**src/rtl/slfe_pkg.sv**
```systemverilog
// ----------------------------------------------------------------------------
// slfe_pkg: shared types and constants for the sync/length frame extractor
// Holds the parser phase type, the result record and the framing constants.
// ----------------------------------------------------------------------------
package slfe_pkg;

  localparam int BUFFER_BYTES = 64;
  localparam int TAIL_RESERVE = 3;

  // A window closes once this many bytes have been captured.
  localparam logic [7:0] CAP_LIMIT = 8'(BUFFER_BYTES - TAIL_RESERVE);

  localparam logic [7:0]  SYNC_FIRST    = 8'h55;
  localparam logic [7:0]  SYNC_SECOND   = 8'hAA;
  localparam logic [7:0]  STOP_BYTE     = 8'h0A;
  localparam logic [15:0] TIMEOUT_RESET = 16'd50;

  localparam logic ACT_BYTE = 1'b0;
  localparam logic ACT_TICK = 1'b1;

  localparam logic KIND_WRITE = 1'b0;
  localparam logic KIND_CLOSE = 1'b1;

  // Result queue: an item gives at most two results.
  localparam int QUEUE_AW    = 2;
  localparam int QUEUE_DEPTH = 1 << QUEUE_AW;

  typedef enum logic [2:0] {
    PH_HUNT    = 3'd0,
    PH_SAW55   = 3'd1,
    PH_LENGTH  = 3'd2,
    PH_PAYLOAD = 3'd3,
    PH_DONE    = 3'd4
  } phase_t;

  typedef struct packed {
    logic       result_kind;
    logic [5:0] slot_index;
    logic [7:0] slot_value;
    logic       frame_seen;
    logic [5:0] window_bytes;
    logic       last_of_run;
  } result_t;

endpackage

```
**src/rtl/sync_length_frame_extractor.sv**
```systemverilog
// ----------------------------------------------------------------------------
// sync_length_frame_extractor: UART receive window framer
// Groups received bytes and idle ticks into windows, finds the first
// 0x55,0xAA,length frame, emits payload slot writes and a closure report.
// ----------------------------------------------------------------------------
// Results are registered in the result queue before they are offered.
// Throughput: one request per cycle while in_stall is low; a request that yields
//   two results puts both into the queue, and the four-entry result queue sets how long
//   the input keeps flowing while the output is stalled.
// Reset: synchronous, active low; clears the window state, empties the queue
//   and sets the idle timeout to 50 ticks.
module sync_length_frame_extractor (
  input  logic        clk,
  input  logic        rst_n,
  input  logic        cfg_we,
  input  logic [15:0] cfg_wdata,
  input  logic        in_valid,
  output logic        in_stall,
  input  logic        in_action,
  input  logic [7:0]  in_rx_byte,
  output logic        out_valid,
  input  logic        out_stall,
  output logic        out_result_kind,
  output logic [5:0]  out_slot_index,
  output logic [7:0]  out_slot_value,
  output logic        out_frame_seen,
  output logic [5:0]  out_window_bytes,
  output logic        out_last_of_run
);
  import slfe_pkg::*;

  logic [15:0] timeout_r;
  phase_t      ph_r, ph_upd, ph_nxt;
  logic [15:0] idle_r, idle_nxt, idle_inc;
  logic [7:0]  cap_r, cap_nxt, cap_inc;
  logic [7:0]  len_r, len_nxt;
  logic [7:0]  pw_r, pw_nxt, pw_inc;
  logic        muted_r, muted_nxt, muted_upd;

  logic acc;
  logic wr_fire;
  logic close_fire;
  logic seen;

  result_t    res0, res1;
  logic [1:0] push_cnt;

  result_t               queue_r [QUEUE_DEPTH];
  logic [QUEUE_AW-1:0]   wr_ptr_r, rd_ptr_r;
  logic [QUEUE_AW:0]     cnt_r, cnt_nxt;
  logic                  pop;

  assign acc      = in_valid && !in_stall;
  assign idle_inc = idle_r + 16'd1;
  assign cap_inc  = cap_r + 8'd1;
  assign pw_inc   = pw_r + 8'd1;

  // Window state and parser phase.
  always_comb begin
    ph_upd     = ph_r;
    idle_nxt   = idle_r;
    cap_nxt    = cap_r;
    len_nxt    = len_r;
    pw_nxt     = pw_r;
    muted_upd  = muted_r;
    wr_fire    = 1'b0;
    close_fire = 1'b0;
    if (acc) begin
      if (in_action == ACT_TICK) begin
        idle_nxt   = idle_inc;
        close_fire = (idle_inc >= timeout_r);
      end else begin
        // A window that opens with a zero byte is ignored until it closes.
        muted_upd = muted_r || (cap_r == 8'd0 && in_rx_byte == 8'd0);
        cap_nxt   = cap_inc;
        if (!muted_upd) begin
          unique case (ph_r)
            PH_HUNT: begin
              if (in_rx_byte == SYNC_FIRST) ph_upd = PH_SAW55;
            end
            PH_SAW55: begin
              if (in_rx_byte == SYNC_SECOND) ph_upd = PH_LENGTH;
              else if (in_rx_byte != SYNC_FIRST) ph_upd = PH_HUNT;
            end
            PH_LENGTH: begin
              len_nxt = in_rx_byte;
              ph_upd  = (in_rx_byte <= 8'd1) ? PH_DONE : PH_PAYLOAD;
            end
            PH_PAYLOAD: begin
              if (in_rx_byte == STOP_BYTE) begin
                ph_upd = PH_DONE;
              end else begin
                wr_fire = 1'b1;
                pw_nxt  = pw_inc;
                if ({1'b0, pw_inc} + 9'd1 >= {1'b0, len_r}) ph_upd = PH_DONE;
              end
            end
            default: begin
            end
          endcase
        end
        close_fire = (cap_inc >= CAP_LIMIT);
      end
    end
  end

  assign seen = (ph_upd == PH_PAYLOAD) || (ph_upd == PH_DONE);

  always_comb begin
    ph_nxt    = ph_upd;
    muted_nxt = muted_upd;
    if (close_fire) begin
      ph_nxt    = PH_HUNT;
      muted_nxt = 1'b0;
    end
  end

  // Result records for this request.
  always_comb begin
    result_t wr_res, cl_res;
    wr_res = '0;
    wr_res.result_kind = KIND_WRITE;
    wr_res.slot_index  = pw_r[5:0];
    wr_res.slot_value  = in_rx_byte;
    cl_res = '0;
    cl_res.result_kind  = KIND_CLOSE;
    cl_res.frame_seen   = seen;
    cl_res.window_bytes = cap_nxt[5:0];
    cl_res.last_of_run  = 1'b1;
    res0     = '0;
    res1     = cl_res;
    push_cnt = 2'd0;
    if (wr_fire && close_fire) begin
      res0     = wr_res;
      push_cnt = 2'd2;
    end else if (wr_fire) begin
      res0             = wr_res;
      res0.last_of_run = 1'b1;
      push_cnt         = 2'd1;
    end else if (close_fire) begin
      res0     = cl_res;
      push_cnt = 2'd1;
    end
  end

  always_ff @(posedge clk) begin
    if (!rst_n) begin
      timeout_r <= TIMEOUT_RESET;
      ph_r      <= PH_HUNT;
      idle_r    <= '0;
      cap_r     <= '0;
      len_r     <= '0;
      pw_r      <= '0;
      muted_r   <= 1'b0;
    end else begin
      if (cfg_we) timeout_r <= cfg_wdata;
      ph_r    <= ph_nxt;
      muted_r <= muted_nxt;
      if (close_fire) begin
        idle_r <= '0;
        cap_r  <= '0;
        len_r  <= '0;
        pw_r   <= '0;
      end else begin
        idle_r <= idle_nxt;
        cap_r  <= cap_nxt;
        len_r  <= len_nxt;
        pw_r   <= pw_nxt;
      end
    end
  end

  // Result queue: up to two writes and one read per cycle.
  assign pop      = out_valid && !out_stall;
  assign cnt_nxt  = cnt_r + {{(QUEUE_AW-1){1'b0}}, push_cnt} - {{QUEUE_AW{1'b0}}, pop};
  assign in_stall = (cnt_r > (QUEUE_AW+1)'(QUEUE_DEPTH - 2));

  always_ff @(posedge clk) begin
    if (!rst_n) begin
      wr_ptr_r <= '0;
      rd_ptr_r <= '0;
      cnt_r    <= '0;
    end else begin
      wr_ptr_r <= wr_ptr_r + QUEUE_AW'(push_cnt);
      if (pop) rd_ptr_r <= rd_ptr_r + 1'b1;
      cnt_r <= cnt_nxt;
    end
  end

  always_ff @(posedge clk) begin
    if (push_cnt != 2'd0) queue_r[wr_ptr_r] <= res0;
    if (push_cnt == 2'd2) queue_r[wr_ptr_r + 1'b1] <= res1;
  end

  assign out_valid        = (cnt_r != '0);
  assign out_result_kind  = queue_r[rd_ptr_r].result_kind;
  assign out_slot_index   = queue_r[rd_ptr_r].slot_index;
  assign out_slot_value   = queue_r[rd_ptr_r].slot_value;
  assign out_frame_seen   = queue_r[rd_ptr_r].frame_seen;
  assign out_window_bytes = queue_r[rd_ptr_r].window_bytes;
  assign out_last_of_run  = queue_r[rd_ptr_r].last_of_run;

  a_queue_bound: assert property (@(posedge clk) disable iff (!rst_n)
    cnt_r <= (QUEUE_AW+1)'(QUEUE_DEPTH))
    else $error("result queue overfilled");

  a_cap_below_limit: assert property (@(posedge clk) disable iff (!rst_n)
    cap_r < CAP_LIMIT)
    else $error("captured count reached the window limit without closing");

  a_close_clears: assert property (@(posedge clk) disable iff (!rst_n)
    close_fire |=> (cap_r == 8'd0 && idle_r == 16'd0 && ph_r == PH_HUNT))
    else $error("window state not cleared after closure");

  a_muted_silent: assert property (@(posedge clk) disable iff (!rst_n)
    muted_r |-> !wr_fire)
    else $error("payload write in a muted window");

endmodule

```
**config.mk**
```make
export PLATFORM = sky130hd
export DESIGN_NAME = sync_length_frame_extractor
export DESIGN_NICKNAME = d
export VERILOG_FILES = /design/src/rtl/slfe_pkg.sv /design/src/rtl/sync_length_frame_extractor.sv
export SDC_FILE = /design/constraint.sdc
export NUM_CORES = 1
export LEC_CHECK = 0
export BUFFER_PORTS_ARGS = -buffer_cell sky130_fd_sc_hd__buf_2
export CAP_MARGIN = 0
export CORE_ASPECT_RATIO = 1.2
export CORE_MARGIN = 4
export CORE_UTILIZATION = 55
export DETAILED_ROUTE_END_ITERATION = 6
export GPL_TIMING_DRIVEN = 1
export PLACE_DENSITY = 0.76
export SLEW_MARGIN = 20
export SYNTH_ARGS = -nofsm -noshare
export SYNTH_HDL_FRONTEND = slang
export SYNTH_SLANG_ARGS = --single-unit
```
**constraint.sdc**
```tcl
create_clock -name clk -period 5.35 [get_ports clk]
set_input_delay 0.2675 -clock clk [delete_from_list [all_inputs] [get_ports clk]]
set_output_delay 0.2675 -clock clk [all_outputs]
set_load 0.02 [all_outputs]
```
== After elaboration in Yosys (flattened, before gate mapping) ==
Memory sizes are Yosys's and may differ from the RTL's. A register that Yosys moved wholly into a read port is not among the register bits.
Cells that the tools add are included.
Word-level totals
  word-level logic and storage cells: 89
  memories: 1
  bits of input ports: 30
  bits in registers: 67
  RAM bits: 92
Memories
  queue_r: words 4, bits a word 23, read ports 1, clocked after memory_dff 1, write ports 2, line sync_length_frame_extractor.sv:48  | result_t queue_r [QUEUE_DEPTH];
Operators by class
  reductions and logical operators: 18
  bitwise operators: 4
  multiplexer cells: 31
  $lt $le $gt $ge: 5
  eq/ne operators: 10
  add/subtract/negate cells: 9
Operators by type and width (count)
  $mux 23: 3
  $mux 3: 9
  $add 16x1->16 const B: 1
  $add 8x1->8 const B: 2
  $ge 16x16->1: 1
  $logic_not 8->1: 2
  $mux 1: 13
  $mux 6: 2
  $pmux 3 s4: 1
  $add 8x1->9 const B: 1
  $eq 3x2->1 const B: 3
  $ge 9x8->1: 1
  $eq 8x4->1 const B: 1
  $eq 8x7->1 const B: 1
  $eq 8x8->1 const B: 1
  $ge 8x6->1 const B: 1
  $le 8x1->1 const B: 1
  $ne 8x7->1 const B: 1
  $mux 2: 3
  $reduce_and 5->1: 1
  $add 2x1->2 const B: 2
  $logic_and 1x1->1: 4
  $not 1->1: 4
  $reduce_and 2->1: 2
  14 further kinds: 16

== Longest topological paths before layout ==
  word-level depth: 14
  depth in mapped cells: 22

== Worst setup path before layout ==
Ideal clock, no wire load.
  path kind: reg2reg
  from: reg idle_r[0]
  to: reg cnt_r[2]
  data required time: 5.235 ns
  stages on the path, launching flop included: 22
  library setup time: 0.115 ns
  data arrival time: 4.478 ns
  setup slack: 0.757 ns
  buffers on the path: 2
  cells stage by stage: dfxtp_1 -> ha_1 -> and3_1 -> and2_1 -> clkbuf_1 -> nand3_1 -> xnor2_1 -> ha_1 -> nand4_1 -> a2111oi_0 -> o41ai_1 -> a31oi_1 -> nor2_1 -> inv_1 -> ha_1 -> clkbuf_1 -> inv_1 -> ha_1 -> fa_1 -> xor2_1 -> xnor2_1 -> and2_1
On the way
  word-level cells in the longest chain between the ends: 9
  elaborated cells on any way between the ends: 10
Ends and longest elaborated chain
  from (decl): line sync_length_frame_extractor.sv:34  | logic [15:0] idle_r, idle_nxt, idle_inc;
  from (signal assigned): line sync_length_frame_extractor.sv:165  | idle_r <= idle_nxt;
  $add 16x1->16 *: line sync_length_frame_extractor.sv:54  | assign idle_inc = idle_r + 16'd1;
  named net idle_inc[14]: line sync_length_frame_extractor.sv:34
  $ge 16x16->1 *: line sync_length_frame_extractor.sv:71  | close_fire = (idle_inc >= timeout_r);
  $mux 1 *: line sync_length_frame_extractor.sv:69  | if (in_action == ACT_TICK) begin
  $mux 1 *: line sync_length_frame_extractor.sv:68  | if (acc) begin
  $mux 1: line sync_length_frame_extractor.sv:140  | end else if (close_fire) begin
  $mux 1: line sync_length_frame_extractor.sv:136  | end else if (wr_fire) begin
  $mux 2 *: line sync_length_frame_extractor.sv:133  | if (wr_fire && close_fire) begin
  $add 3x2->3 *: line sync_length_frame_extractor.sv:175  | assign cnt_nxt = cnt_r + {{(QUEUE_AW-1){1'b0}}, push_cnt} - {{QUEUE_AW{1'b0}}, pop};
  $sub 3x1->3 *: line sync_length_frame_extractor.sv:175
  to (signal assigned): line sync_length_frame_extractor.sv:186  | cnt_r <= cnt_nxt;
  to (decl): line sync_length_frame_extractor.sv:50  | logic [QUEUE_AW:0] cnt_r, cnt_nxt;
Mark *: on every way through the listed nets, which the timed path passes. The rest lies on a longest branch.
A chain may end at the register's enable or synchronous reset.

==> metrics <==
Primary FF master, synth=dfxtp_1; via count=6056; Initial Util=55.8%; top cell type's share of synthesized area=approximately a third; CTS tree=done; Antenna Nets Post-Route=0; Inserted Diodes=0; layout cell share with drive strength beyond 1=20.8%; unrepaired setup endpoints after global routing=no; placed insts=994; vias in the first global route=6187; Seq/Total Area, Yosys=42.0%; register area=between 3000 and 4000 sq um; fraction of registers with async set/reset=0%; crit end category=flop; Setup TNS Final=0 ps; Switching Share=27.5%; Setup CP Type=flop to flop; PortBufs=54; nets@finish=877; Cell Count, Final, Fillers Out=1026; Clock power frac=40.7%; Syn Area/Cell=10.7 sq um; MaxCap Viol Count=0; grt total ovfl=0; initial antenna violation count=0; fin crit share=89.4%; crit path time final=4780 ps; H-Tree Level Count=4; Setup Skew=8.18 ps; Yosys cell types=72; Worst-Margin Slew=957 ps; reg2reg start=idle_r[0]; largest net degree at the start of global routing=29; WP data required=~5500 ps; FMAX=~210 MHz; Ports=55; CTS max path bufs=2; full die area=17200 sq um; All-Layer GR Usage=21.7%; min-delay src=cfg_wdata[1]; Die Span Y=143 microns; core box area=15000 sq um; Seq pwr share=44.1%; Rows=49; first-pass GRT wire length=30.0 mm; Post-CTS Resized=0; Clock transition at path regs=60 ps; WL per Instance=roughly 17 microns; PD cells=about 320 nW/um^2; peak supply drop=~210 uV; Final Hold Viols=0; YS warnings=0; Root Buffer=clkbuf_16; Pint=2120 uW; Comb pwr share=15.3%; syn_nets=between 800 and 900; final number of max-transition violations=0; Filler cells=1205; #FFs+latches synth=161; Mapped Area=8340 sq um; DRT iter0 DRCs=about 320; CP Launch Type=flop; Multi-input gate area=roughly 4400 sq um; # hold bufs at CTS=0; Sw Pwr=803 uW; outcome=completed; hpwl dp=12.9 mm; crit-path max FO=15; later-pin clock latency in the skew report=420 ps; Worst Setup SP=idle_r[0]; Synth area leaders=dfxtp_1 32%, edfxtp_1 10%, mux4_2 6.2%; Worst slew margin=between 30% and 40%; Synth area leader=dfxtp_1; final wirelength=~18 mm; cell count after synthesis=780; Leak=0.00341 uW; routability cong.=just under 0.9; Num CTS Buffers=17; Setup violations, final=0; Post-CTS Setup Bufs=0; clk sinks=161; HP Class=primary input to flop; residual DRC count=0; die width=120 microns; Pre-antenna DRT Iters=5; vias per cell=5.90; Area Growth Syn to Fin=10.5%; Post-synth EDFFs=28; Worst EP arrival=4880 ps
-- flip-flops by register name, indices dropped and copies added, names as in the netlist, 3 cells and up, named ones only --
signal and flops:
cap_r 8, cnt_r 3, idle_r 16, len_r 8, ph_r 3, pw_r 8
queue_r 92, timeout_r 16
-- logic make-up after synthesis --
kind of cell,Yosys count,share of synthesized area (%)
xor gates and xnor gates,61,6.40
buffers and inverters,94,5.55
AOI/OAI and AO/OA,153,14.1
and+or+nand+nor,226,17.0
muxes,47,9.15
adders and majority gates,38,5.79
DFF,161,42.0
-- cell type report --
class | instances | share of cell area (%)
flip-flops and latches | 161 | 38.0
well taps | 204 | 2.77
multi-input cells | 525 | 47.5
clock buffers | 20 | 5.18
inverters | 44 | 1.79
clock inverters | 12 | 1.21
repair buffers | 60 | 3.56
-- per-stage QoR --
step           hold slack (ps)  total power, uW  util, %  cell area [sq um]  worst slack, ps
3_5_place_dp               451             1770     57.7               8630              641
6_report                  64.7             2930     61.6               9220              569
3_3_place_gp               444             1750     57.7               8630              869
5_1_grt                   50.6             3050     61.6               9220             97.6
2_1_floorplan              393             1660        -               8340              757
4_1_cts                   44.3             2950     61.6               9220              608
-- per-layer routing --
layer	share of wire, %	GRT usage (%)	up-vias
li1	-	-	2876
met2	51	38.4	209
met5	0	0	-
met1	41	25.5	2934
met3	5.5	4.79	37
met4	2.2	8.71	0
-- worst max-delay path, cell delays in order, from the launching register on --
cell,delay (ps)
dfxtp_1,390
ha_1,220
and3_1,220
and2_1,310
nand3_1,160
xnor2_1,160
ha_1,300
nand4_1,120
a2111oi_0,400
o41ai_1,150
a31oi_1,200
buf_4,180
nor2_1,60
inv_1,70
ha_1,320
nor2_1,160
a21oi_1,250
nand2_1,400
inv_1,400
-- path summary, 6_finish.rpt --
check	to	slack, ps	cells after the start
setup reg to reg	queue_r[1][1]	570	18
hold / removal	timeout_r[1]	60	3
setup / recovery	queue_r[1][1]	570	18
hold reg to reg	queue_r[0][22]	470	1
-- power by group through the flow --
stage / clock network (uW) / logic [uW] / registers (uW)
5_1_grt: 1260 / 490 / 1290
6_report: 1190 / 447 / 1290
2_1_floorplan: 0 / 348 / 1310
4_1_cts: 1210 / 455 / 1290
3_5_place_dp: 0 / 453 / 1320
3_3_place_gp: 0 / 441 / 1310
-- synth_stat cells, types with 3 or more instances --
| library cell | number |
|---|---|
| and3_1 | 11 |
| a211oi_1 | 10 |
| ha_1 | 37 |
| nand4b_1 | 3 |
| and4_1 | 3 |
| a22o_1 | 56 |
| edfxtp_1 | 28 |
| nand4_1 | 11 |
| buf_12 | 3 |
| xnor2_1 | 36 |
| nor2_2 | 13 |
| a21oi_1 | 35 |
| o211ai_1 | 6 |
| o22a_1 | 3 |
| buf_2 | 7 |
| nor3_1 | 6 |
| and2_1 | 14 |
| o21ai_0 | 6 |
| nor4_1 | 3 |
| o2111ai_1 | 3 |
| dfxtp_1 | 133 |
| nor2_1 | 31 |
| a21o_1 | 4 |
| nor2b_1 | 19 |
| nor2_4 | 28 |
| o22ai_1 | 4 |
| or3_1 | 3 |
| mux2i_1 | 23 |
| clkbuf_1 | 28 |
| xor2_1 | 25 |
| nand3b_1 | 3 |
| buf_6 | 5 |
| buf_1 | 5 |
| nand3_1 | 19 |
| mux4_2 | 23 |
| inv_1 | 44 |
| nand2_1 | 45 |
-- layout by cell type (no fill, tap or decap), types with 23 or more instances in the layout --
| cell | synthesis | layout |
|---|---|---|
| nor2_4 | 28 | 28 |
| nand2_1 | 45 | 45 |
| nor2_1 | 31 | 31 |
| edfxtp_1 | 28 | 28 |
| mux4_2 | 23 | 23 |
| dfxtp_1 | 133 | 133 |
| mux2i_1 | 23 | 23 |
| xor2_1 | 25 | 25 |
| a21oi_1 | 35 | 35 |
| buf_2 | 7 | 54 |
| xnor2_1 | 36 | 36 |
| inv_1 | 44 | 44 |
| a22o_1 | 56 | 56 |
| ha_1 | 37 | 37 |
(Power assumes the default switching activity.)
